$ cat config.mk
export PLATFORM = sky130hd
export DESIGN_NAME = spre_ram
export DESIGN_NICKNAME = d
export VERILOG_FILES = /design/src/rtl/core/assert_macros.svh /design/src/rtl/core/spre_ram.sv
export SDC_FILE = /design/constraint.sdc
export NUM_CORES = 1
export LEC_CHECK = 0
export BUFFER_PORTS_ARGS = -buffer_cell sky130_fd_sc_hd__buf_4
export CORE_UTILIZATION = 60
export CTS_BUF_LIST = sky130_fd_sc_hd__clkbuf_8 sky130_fd_sc_hd__clkbuf_16
export DETAILED_ROUTE_END_ITERATION = 10
export PLACE_DENSITY = 0.78
export SLEW_MARGIN = 20
export SYNTH_ARGS = -nofsm -noshare
export SYNTH_HDL_FRONTEND = slang
export SYNTH_SLANG_ARGS = --single-unit
$ cat constraint.sdc
create_clock -name clk_i -period 2.8 [get_ports clk_i]
set_input_delay 0.84 -clock clk_i [delete_from_list [all_inputs] [get_ports clk_i]]
set_output_delay 0.84 -clock clk_i [all_outputs]
set_load 0.02 [all_outputs]
$ cat src/rtl/core/assert_macros.svh
// ---------------------------------------------------------------------------
// Assertion macros
// Shared concurrent assertion helpers. Empty when SYNTH is defined.
// ---------------------------------------------------------------------------
`ifndef ASSERT_MACROS_SVH
`define ASSERT_MACROS_SVH
`ifndef SYNTH
`define ASSERT_IMPLY(lbl, clk, rstn, ante, cons, msg) \
  lbl: assert property (@(posedge clk) disable iff (!rstn) (ante) |-> (cons)) \
    else $error(msg);
`define ASSERT_NEXT(lbl, clk, rstn, ante, cons, msg) \
  lbl: assert property (@(posedge clk) disable iff (!rstn) (ante) |=> (cons)) \
    else $error(msg);
`else
`define ASSERT_IMPLY(lbl, clk, rstn, ante, cons, msg)
`define ASSERT_NEXT(lbl, clk, rstn, ante, cons, msg)
`endif
`endif

$ cat src/rtl/core/spre_ram.sv
// ---------------------------------------------------------------------------
// spre_ram
// Simple dual-port RAM: one write port, one read port, registered read.
// ---------------------------------------------------------------------------
module spre_ram #(
  parameter int unsigned WIDTH = 8,
  parameter int unsigned DEPTH = 16,
  localparam int unsigned AddrW = (DEPTH > 1) ? $clog2(DEPTH) : 1
) (
  input  logic             clk_i,
  input  logic             we_i,
  input  logic [AddrW-1:0] waddr_i,
  input  logic [WIDTH-1:0] wdata_i,
  input  logic [AddrW-1:0] raddr_i,
  output logic [WIDTH-1:0] rdata_o
);

  logic [WIDTH-1:0] mem_q [DEPTH];
  logic [WIDTH-1:0] rdata_q;

  always_ff @(posedge clk_i) begin
    if (we_i) begin
      mem_q[waddr_i] <= wdata_i;
    end
    rdata_q <= mem_q[raddr_i];
  end

  assign rdata_o = rdata_q;

endmodule

# == Yosys cells after proc, flatten, opt, wreduce, memory -nomap -nowiden ==
# Memory sizes are Yosys's and may differ from the RTL's. A register that Yosys moved wholly into a read port is not among the register bits.
# Cells that the tools add are included.
# word_totals
regBits,0
ramBits,128
output_inout_bits,8
wordCells,3
memories,1
# memory_table
name,words,width,rd,rd_ports_with_merged_regs,wr,line,source
mem_q,16,8,1,1,1,spre_ram.sv:18,logic [WIDTH-1:0] mem_q [DEPTH];
# classes
muxes,2
# op_table
op,count
2-to-1 mux 1 bit,2

# == Logic depth before layout (Yosys ltp) ==
# Gate-level depths: netlist of the first run.
# depth
word_depth,2
mapped_depth,5
depth_no_buf,3

# == Worst setup path before layout of the first run ==
# OpenSTA, ideal clock, no wires.
# synth_timing
path_type,input to register
from,in waddr_i[2]
to,"mem mem_q[0][0], enable pin"
arrival_time_ns,1.950
required_ns,2.417
path_slack_ns,0.467
stages,2
path_buffers,0
cell_sequence,or3b_2 -> nor3_1
# synth_lines
item,line,source
"start, declared",spre_ram.sv:12,"input logic [AddrW-1:0] waddr_i,"
"end, declared",spre_ram.sv:18,
# Straight into the memory's write port.

==> results of run 1 <==
==> registers in the layout (all words and copies together) (netlist names) <==
register and count:
mem_q 128, rdata_o 8
==> worst max-delay path: stages <==
cell	delay, ps
buf_4	210
buf_4	300
mux4_1	580
a22oi_1	240
nand2_1	100
==> metal layers <==
layer,track usage,wire (microns),vias to the layer above
met4,0.0871,114,0
li1,-,-,1079
met2,0.396,5070,108
met5,0,0,-
met3,0.0676,584,12
met1,0.322,3960,1288
==> cells in the final DEF, fill, tap and decap left out, types with 3 or more instances in the layout <==
| master | n |
|---|---|
| edfxtp_1 | 128 |
| buf_4 | 43 |
| mux4_2 | 18 |
| a22oi_1 | 16 |
| clkbuf_16 | 16 |
| mux4_1 | 14 |
| nor2_1 | 13 |
| nand2_1 | 9 |
| dfxtp_1 | 8 |
| bufinv_16 | 6 |
| nor3_1 | 4 |
| clkinv_2 | 3 |
==> worst max path at each step <==
| stage | from | to | slack [ps] |
|---|---|---|---|
| 5_1_grt | raddr_i[0] | rdata_o[3] | 860 |
| 3_5_place_dp | raddr_i[0] | rdata_o[2] | 410 |
| 3_3_place_gp | raddr_i[0] | rdata_o[1] | 460 |
| 6_report | raddr_i[0] | rdata_o[1] | 920 |
| 2_1_floorplan | waddr_i[2] | mem_q[0][0] | 470 |
| 4_1_cts | raddr_i[0] | rdata_o[3] | 910 |
==> cells by family after synthesis <==
kind of cell | share of synthesized area
multiplexers | 0.150
buffers and inverters | 0.0168
AND/OR/NAND/NOR | 0.0318
flip-flops | 0.778
AO/OA/AOI/OAI | 0.0233
==> layout make-up <==
cell class / instances / share of cell area
Sequential cell: 136 / 0.647
Tap cell: 105 / 0.0212
Clock buffer: 17 / 0.0670
Timing Repair Buffer: 44 / 0.0554
Multi-Input combinational cell: 83 / 0.171
Clock inverter: 15 / 0.0380
==> where the power goes <==
| group | switching, mW | total, mW | leakage, nW | internal (mW) |
|---|---|---|---|---|
| clock network | 0.799 | 2.41 | 0.320 | 1.62 |
| registers | 0.0141 | 2.29 | 1.22 | 2.28 |
| logic | 0.133 | 0.238 | 0.596 | 0.105 |
| total | 0.947 | 4.94 | 2.14 | 4.00 |
==> stage by stage <==
step                      total power [mW]  setup WS, ps  area [sq um]
after detailed placement              2.57           406          5540
after global placement                2.56           460          5540
final                                 4.94           917          6180
after floorplan                       2.46           467          5150
after global routing                  5.07           858          6180
after CTS                             4.97           911          6180
==> key figures, run 1 <==
Outcome
  – Status: completed

Worst setup path
  – Reg2Reg Depth: 3
  – Worst setup EP type: flip-flop
  – Maximum fanout along the worst path: 13
  – Worst r2r dst: rdata_o[3]
  – Worst Setup Start Kind: primary input
  – Crit Path Category: primary input to flip-flop
  – Crit path DAT: 2280 ps
  – Reg-to-Reg Start: mem_q[9][3]
  – CP required: around 3200 ps
  – Flop2flop setup slack: between 1000 and 1500 ps

Synthesis
  – Synth Register Bits: ~140
  – Number of synthesized flops with an enable pin: 128
  – Most common cell in the netlist: edfxtp_1
  – Seq/Total Area, Yosys: 0.778
  – Synth Flop Type: edfxtp_1
  – Ys Warns: 0
  – Synth unique cells: 19
  – Synth cell count leaders: 128 x edfxtp_1, 18 x mux4_2, 16 x a22oi_1, 14 x mux4_1, 13 x nor2_1
  – Share of the synthesized area in the top cell type: 0.747
  – Mapped cell area: 5150 sq um
  – Gate Count Post-Synth: 229
  – Asr flop ratio synth: 0
  – Largest area contributor in the netlist: edfxtp_1
  – Syn Nets: 247
  – Top post-synthesis cells by area: edfxtp_1 75%, mux4_2 7.9%, mux4_1 7.1%, dfxtp_1 3.1%, a22oi_1 2.3%
  – Mapped Avg Cell Area: between 20 and 25 sq um

CTS
  – CTS tree: built
  – Post-CTS Setup Repair Bufs: 0
  – # H-tree levels: 4
  – CTS Buf Count: 17
  – # hold bufs at CTS: 0
  – Worst skew pair latency: 520 ps
  – Clock Tree Root: clkbuf_8
  – Worst-case clock buffer depth: 2
  – Clock-pin slew on the worst setup and hold paths: 60 ps
  – Post-CTS sizing: 0
  – Sink Count: 136

Timing
  – Min Hold Slack: 627 ps
  – Final Hold Fails: 0
  – Max-slew violation count: 0
  – Worst Clk Skew: 3.83 ps
  – Slew at the pin closest to its max-slew limit: around 630 ps
  – TNS Setup: 0 ps
  – Min cycle time layout: 1880 ps
  – Slew HR: 0.580
  – Max Freq: 0.531 GHz
  – Setup violators final: 0
  – Post-route clock period utilization: 0.672
  – Unrepaired setup endpoints after global routing: false

Route
  – Initial DRC count: between 200 and 250
  – # DRC: 0
  – Avg WL per Cell: ~24 microns
  – Routed via count: 2487
  – DR vias/cell: 6.22
  – Wirelength, routed: roughly 9700 microns
  – Detail Route Antenna Nets: 0
  – DRT Pass-1 Iters: 7

Final layout
  – Fin util: 0.749
  – Fillers: ~470
  – Multi-input combinational cell area: about 1100 sq um
  – Layout area overhead: 20.2%
  – Register Area: 4000 sq um
  – Final std cells w/o fill: 400
  – Share of cells above drive strength 1: 0.315
  – Number of diodes: 0
  – Final net count: 300

Floorplan
  – DIE WIDTH: roughly 95 microns
  – Die Ht: 94.6 microns
  – Total Die Area: 8950 sq um
  – I/O pin count: 26
  – Core ar.: 8260 sq um
  – Initial core utilization: 0.623
  – Row count: 33

Global routing
  – First-pass GRT wire length: about 14000 microns
  – GRT Total Usage: 0.245
  – Largest net degree at the start of global routing: 33
  – Vias in the first global route: 2535
  – Gr ovfl total: 0
  – Antenna violations before repair: 0

Power and ir drop
  – Leakage Power: 2.14 nW
  – Peak VDD IR: 535 uV
  – Power Dens Cells: 799 nW/um^2

Min path
  – Hold Path Depth: 1
  – Worst min path class: primary input to flip-flop
  – Worst hold start: wdata_i[1]
  – Hold Path End: mem_q[7][1]

Job
  – Max cap viols: 0

Place
  – Final GP Congestion: 0.760
  – PortBufs: 25
  – Detail Placement HPWL: 5910 microns
  – Post-placement cell count: 368
(Power assumes the default switching activity.)
==> run 2, diff against run 1 <==
--- a/config.mk
+++ b/config.mk
@@ -5,11 +5,12 @@
 export SDC_FILE = /design/constraint.sdc
 export NUM_CORES = 1
 export LEC_CHECK = 0
+export ABC_AREA = 1
 export BUFFER_PORTS_ARGS = -buffer_cell sky130_fd_sc_hd__buf_4
-export CORE_UTILIZATION = 60
+export CORE_UTILIZATION = 55
 export CTS_BUF_LIST = sky130_fd_sc_hd__clkbuf_8 sky130_fd_sc_hd__clkbuf_16
 export DETAILED_ROUTE_END_ITERATION = 10
-export PLACE_DENSITY = 0.78
+export PLACE_DENSITY = 0.75
 export SLEW_MARGIN = 20
 export SYNTH_ARGS = -nofsm -noshare
 export SYNTH_HDL_FRONTEND = slang
==> constraint.sdc (replaced) <==
create_clock -name clk_i -period 1.5 [get_ports clk_i]
set_input_delay 0.45 -clock clk_i [delete_from_list [all_inputs] [get_ports clk_i]]
set_output_delay 0.45 -clock clk_i [all_outputs]
set_load 0.02 [all_outputs]
==> run 2 against run 1 <==
Via count rose by 58%. Wire length rose by 32%. Sequential cell count did not move. Combinational power rose to 2.5 times the previous value. Final cell count rose by 86%. Register-to-register slack got worse by 970 ps. Synthesized cell count rose by 140%. Critical path type is now flip-flop to output port.
==> key figures, run 2 <==
Synthesis
  – Top post-synthesis cells by area: edfxtp_1 67%, nand2_1 11%, nand3_1 8.4%, inv_1 6.5%, dfxtp_1 2.8%
  – Gate Count Post-Synth: 551
  – Synth cell count leaders: 173 x nand2_1, 128 x edfxtp_1, 100 x inv_1, 97 x nand3_1, 17 x nor2_1
  – Synth Flop Type: edfxtp_1
  – Number of synthesized flops with an enable pin: between 100 and 150
  – Mapped Avg Cell Area: 10.5 sq um
  – Mapped cell area: 5770 sq um
  – Seq/Total Area, Yosys: 0.694
  – Largest area contributor in the netlist: edfxtp_1
  – Syn Nets: 569
  – Synth unique cells: 12
  – Ys Warns: 0
  – Synth Register Bits: roughly 140
  – Most common cell in the netlist: nand2_1
  – Share of the synthesized area in the top cell type: 0.667
  – Asr flop ratio synth: 0

Route
  – Avg WL per Cell: 17.3 microns
  – DR vias/cell: approximately 5.3
  – Met2 WL: 6550 microns
  – Detail Route Antenna Nets: 0
  – DRT Pass-1 Iters: 6
  – Initial DRC count: slightly above 300
  – # DRC: 0
  – Met3 wire len: 743 microns
  – Met1 wire length: roughly 5200 microns
  – Max Used Layer: met4
  – Routed via count: approximately 3900
  – Wirelength, routed: 12900 microns

Final layout
  – Fin util: 0.666
  – Number of diodes: 0
  – Commonest non-fill, non-tap cell in the layout: nand2_1
  – Layout area overhead: 18.2%
  – Fillers: 731
  – Share of cells above drive strength 1: 0.130
  – Final net count: 613
  – Commonest cells after routing, fill and taps aside: 173 x nand2_1, 128 x edfxtp_1, 101 x inv_1
  – Max FFs per register: about 130
  – Final Cell Area: 6810 sq um
  – Reg with most FFs: mem_q

CTS
  – Sink Count: 136
  – Worst skew pair latency: 510 ps
  – Worst-case clock buffer depth: 2
  – CTS tree: built
  – Post-CTS Setup Repair Bufs: 0
  – # hold bufs at CTS: 0
  – CTS Buf Count: 17
  – Post-CTS sizing: 1
  – Clock-pin slew on the worst setup and hold paths: 60 ps
  – Clock Tree Root: clkbuf_8
  – # H-tree levels: 4

Worst setup path
  – Buf/Inv on CP: 1
  – CP Depth: 1
  – Maximum fanout along the worst path: 1
  – Max stage delay on crit path: 360 ps
  – Worst setup EP type: output port
  – CP required: ~1100 ps
  – Slowest stage cell, crit path: dfxtp_2
  – Worst Setup Start Kind: flip-flop
  – Crit Path Category: flip-flop to output port
  – Reg2Reg Depth: 6
  – Crit path DAT: 1010 ps
  – CP delay by family, top: flip-flops
  – CP cell instances: buf_4

Place
  – PortBufs: 25
  – Setup slack at placement: -49.5 ps
  – Detail Placement HPWL: 7600 microns
  – Placed Area: 6210 sq um
  – Final GP Congestion: 0.836

Power and ir drop
  – Power Total: 9.04 mW
  – Internal power: 7.12 mW
  – Sw frac: 0.212
  – Psw: approximately 1.9 mW
  – Peak VDD IR: 703 uV
  – Clock network fraction of design power: 0.460
  – Power Dens Cells: 1330 nW/um^2
  – Flop pwr share: 0.473
  – Gate power share: 0.067
  – Leakage Power: 2.98 nW

Global routing
  – Gr ovfl total: 0
  – Vias in the first global route: 3896
  – Largest net degree at the start of global routing: 37
  – Antenna violations before repair: 0
  – GRT Total Usage: 0.256
  – First-pass GRT wire length: 20300 microns

Timing
  – Final Hold Fails: 0
  – Setup violators final: 0
  – Post-route clock period utilization: 0.974
  – Max Freq: between 0.6 and 0.7 GHz
  – Slew at the pin closest to its max-slew limit: 325 ps
  – TNS Setup: 0 ps
  – Setup slack after layout: 39.4 ps
  – Unrepaired setup endpoints after global routing: false
  – Max-slew violation count: 0
  – Min cycle time layout: around 1500 ps
  – Worst Clk Skew: approximately 5.8 ps
  – Slew HR: 0.783

Min path
  – Worst min path class: primary input to flip-flop
  – Hold Path Depth: 3

Floorplan
  – I/O pin count: 26
  – Row count: 37
  – Core ar.: 10200 sq um
  – Die Ht: 104 microns
  – Total Die Area: 10900 sq um
  – Initial core utilization: 0.564
  – DIE WIDTH: 104 microns

Job
  – Max cap viols: 0

Outcome
  – Status: completed
[run 2: final cells by class]
type	count	area, sq um	share of cell area
sequential	136	4010	0.588
multi-input combinational	289	1210	0.178
timing repair buffer	49	443	0.0650
clock buffer	17	414	0.0608
inverter	102	383	0.0562
clock inverter	15	185	0.0272
tap	136	170	0.0250
[run 2: cells by family (layout without fill, tap and decap cells)]
| group | after synthesis | after routing | share of synthesized area |
|---|---|---|---|
| flip-flops | 136 | 136 | 0.694 |
| buffers and inverters | 126 | 183 | 0.0952 |
| AND/OR/NAND/NOR | 289 | 289 | 0.210 |
[run 2: per-layer routing]
| layer | track usage | vias up |
|---|---|---|
| met3 | 0.0583 | 29 |
| met1 | 0.320 | 1885 |
| met2 | 0.424 | 151 |
| met4 | 0.120 | 0 |
| met5 | 0 | - |
| li1 | - | 1866 |
[run 2: worst paths after layout]
check / startpoint / endpoint / slack [ps]
setup / recovery: rdata_o[0] / rdata_o[0] / 40
hold / removal: raddr_i[3] / rdata_o[4] / 260
setup reg to reg: mem_q[5][4] / rdata_o[4] / 410
hold reg to reg: mem_q[12][2] / rdata_o[2] / 650
[run 2: per-stage QoR]
| stage | hold WS, ps | std cells |
|---|---|---|
| 2_1_floorplan | 549 | 551 |
| 3_3_place_gp | 634 | 712 |
| 3_5_place_dp | 639 | 712 |
| 4_1_cts | 254 | 744 |
| 5_1_grt | 253 | 744 |
| 6_report | 262 | 744 |
[run 2: power by group through the flow]
stage,Clock [mW],Sequential [mW],Combinational [mW]
finish,4.16,4.28,0.602
CTS,4.18,4.28,0.603
floorplan,0,4.38,0.300
global route,4.38,4.28,0.655
detailed placement,0,4.35,0.593
global placement,0,4.35,0.581
==> run 3, diff against run 2 <==
--- a/config.mk
+++ b/config.mk
@@ -7,6 +7,7 @@
 export LEC_CHECK = 0
 export ABC_AREA = 1
 export BUFFER_PORTS_ARGS = -buffer_cell sky130_fd_sc_hd__buf_4
+export CORE_MARGIN = 1
 export CORE_UTILIZATION = 55
 export CTS_BUF_LIST = sky130_fd_sc_hd__clkbuf_8 sky130_fd_sc_hd__clkbuf_16
 export DETAILED_ROUTE_END_ITERATION = 10
==> constraint.sdc (replaced) <==
create_clock -name clk_i -period 1.21 [get_ports clk_i]
set_input_delay 0.363 -clock clk_i [delete_from_list [all_inputs] [get_ports clk_i]]
set_output_delay 0.363 -clock clk_i [all_outputs]
set_load 0.02 [all_outputs]
==> run 3 against run 2 <==
Non-clock buffer count rose by 7. Sequential power increased by 24%. The run now ends with setup timing left. Global-route usage is 0.56 points higher. Hold slack got worse by 92 ps. Wire length is 0.59% lower.
==> key figures, run 3 (synthesis gave the netlist of run 2 again) <==
Floorplan
  – Row count: 37
  – Die Ht: 104 microns
  – Initial core utilization: 0.564
  – Total Die Area: ~11000 sq um
  – DIE WIDTH: 104 microns
  – I/O pin count: 26
  – Core ar.: 10200 sq um

Timing
  – Setup violators final: 8
  – Unrepaired setup endpoints after global routing: true
  – Min cycle time layout: 1360 ps
  – Worst Clk Skew: a little over 5 ps
  – Slew HR: 0.781
  – Setup slack after layout: -147 ps
  – TNS Setup: -1010 ps
  – Max Freq: 0.737 GHz
  – Slew at the pin closest to its max-slew limit: 329 ps
  – Post-route clock period utilization: 1.12
  – Final Hold Fails: 0
  – Max-slew violation count: 0

Place
  – PortBufs: 25
  – Post-placement cell count: 719
  – Final GP Congestion: 0.827
  – Detail Placement HPWL: 7910 microns

Global routing
  – Gr ovfl total: 0
  – Vias in the first global route: 3834
  – Antenna violations before repair: 0
  – First-pass GRT wire length: 20600 microns
  – GRT Total Usage: 0.262
  – Largest net degree at the start of global routing: 43

Job
  – Max cap viols: 0

Worst setup path
  – Crit path DAT: 990 ps
  – Slowest stage cell, crit path: dfxtp_2
  – CP required: 850 ps
  – Max stage delay on crit path: 340 ps
  – Flop2flop setup slack: 170 ps
  – Maximum fanout along the worst path: 1
  – Worst setup EP type: output port
  – Buf/Inv on CP: 1
  – Reg-to-Reg Start: mem_q[9][5]
  – CP delay by family, top: flip-flops
  – Reg2Reg Depth: 6
  – Crit Path Category: flip-flop to output port
  – Worst r2r dst: rdata_o[5]
  – Worst Setup Start Kind: flip-flop
  – CP cell instances: buf_6

Power and ir drop
  – Sw frac: 0.230
  – Gate power share: 0.075
  – Psw: about 2.4 mW
  – Flop pwr share: 0.501
  – Power Dens Cells: between 1500 and 2000 nW/um^2
  – Clock network fraction of design power: 0.424
  – Internal power: 8.16 mW
  – Peak VDD IR: around 1000 uV
  – Leakage Power: 3.00 nW

Final layout
  – Commonest non-fill, non-tap cell in the layout: nand2_1
  – Max FFs per register: roughly 130
  – Commonest cells after routing, fill and taps aside: 173 x nand2_1, 128 x edfxtp_1, 100 x inv_1
  – Share of cells above drive strength 1: 0.169
  – Reg with most FFs: mem_q
  – Number of diodes: 0
  – Fillers: 700
  – Layout area overhead: 19.8%
  – Final net count: 620
  – Final std cells w/o fill: 751

CTS
  – # H-tree levels: 4
  – Clock-pin slew on the worst setup and hold paths: 60 ps
  – CTS tree: built
  – CTS Buf Count: 17
  – Post-CTS Setup Repair Bufs: 0
  – Worst-case clock buffer depth: 2
  – Clock Tree Root: clkbuf_8
  – Worst skew pair latency: 530 ps
  – Sink Count: between 100 and 150

Route
  – # DRC: 0
  – Avg WL per Cell: 17.1 microns
  – Initial DRC count: 331
  – Detail Route Antenna Nets: 0
  – Routed via count: between 3000 and 4000
  – DRT Pass-1 Iters: 5
  – DR vias/cell: 5.22
  – Wirelength, routed: 12800 microns

Min path
  – Hold Path Depth: 1
  – Worst hold start: wdata_i[4]
  – Worst min path class: primary input to flip-flop
  – Hold Path End: mem_q[12][4]

Outcome
  – Failing checks: setup timing
  – Status: finished, violations left
-- run 3: cell types whose count changed in the layout (fill, tap and decap cells not counted), sizes merged --
| cell | delta |
|---|---|
| bufinv | -4 |
| buf | +7 |
| clkbuf | +2 |
| inv | -1 |
| clkinvlp | +3 |
-- run 3: what timing repair did --
action                     CTS  global route
setup endpoints to repair    8             8
hold buffers                 0             0
gates resized for setup     16             0
-- run 3: metrics by stage --
step	utilization	area (sq um)	hold WS, ps	power, mW	setup slack (ps)
finish	0.675	6910	170	10.6	-147
global route	0.675	6910	177	10.9	-163
CTS	0.675	6910	168	10.6	-158
detailed placement	0.620	6340	662	6.16	-209
global placement	0.620	6340	651	6.14	-198
floorplan	-	5780	462	5.80	-104
-- run 3: worst max-delay path by stage --
stage                     startpoint           end  slack (ps)  cells after the start
after floorplan           waddr_i[2]  mem_q[10][0]        -100                      2
after global placement    raddr_i[0]    rdata_o[2]        -200                      8
after detailed placement  raddr_i[0]    rdata_o[6]        -210                      8
after CTS                 rdata_o[4]    rdata_o[4]        -160                      1
after global routing      rdata_o[0]    rdata_o[0]        -160                      1
final                     rdata_o[4]    rdata_o[4]        -150                      1
-- run 3: power groups by stage --
stage / Combinational [mW] / Sequential (mW) / Clock, mW
3_3_place_gp: 0.744 / 5.39 / 0
3_5_place_dp: 0.764 / 5.40 / 0
5_1_grt: 0.867 / 5.32 / 4.71
6_report: 0.794 / 5.31 / 4.49
4_1_cts: 0.792 / 5.31 / 4.50
2_1_floorplan: 0.375 / 5.43 / 0
-- run 3: area by class of cell --
cell class / instances / area (sq um) / area share
sequential: 136 / 4010 / 0.581
timing repair buffer: 56 / 588 / 0.0851
clock inverter: 13 / 81.3 / 0.0118
tap: 136 / 170 / 0.0246
clock buffer: 19 / 442 / 0.0639
multi-input combinational: 289 / 1230 / 0.178
inverter: 102 / 383 / 0.0554
-- run 3: routing by layer --
| metal | up-vias | global-route usage | share of wire |
|---|---|---|---|
| met3 | 30 | 0.0633 | 0.081 |
| met1 | 1821 | 0.347 | 0.40 |
| li1 | 1874 | - | - |
| met5 | - | 0 | 0 |
| met2 | 193 | 0.403 | 0.49 |
| met4 | 0 | 0.135 | 0.032 |
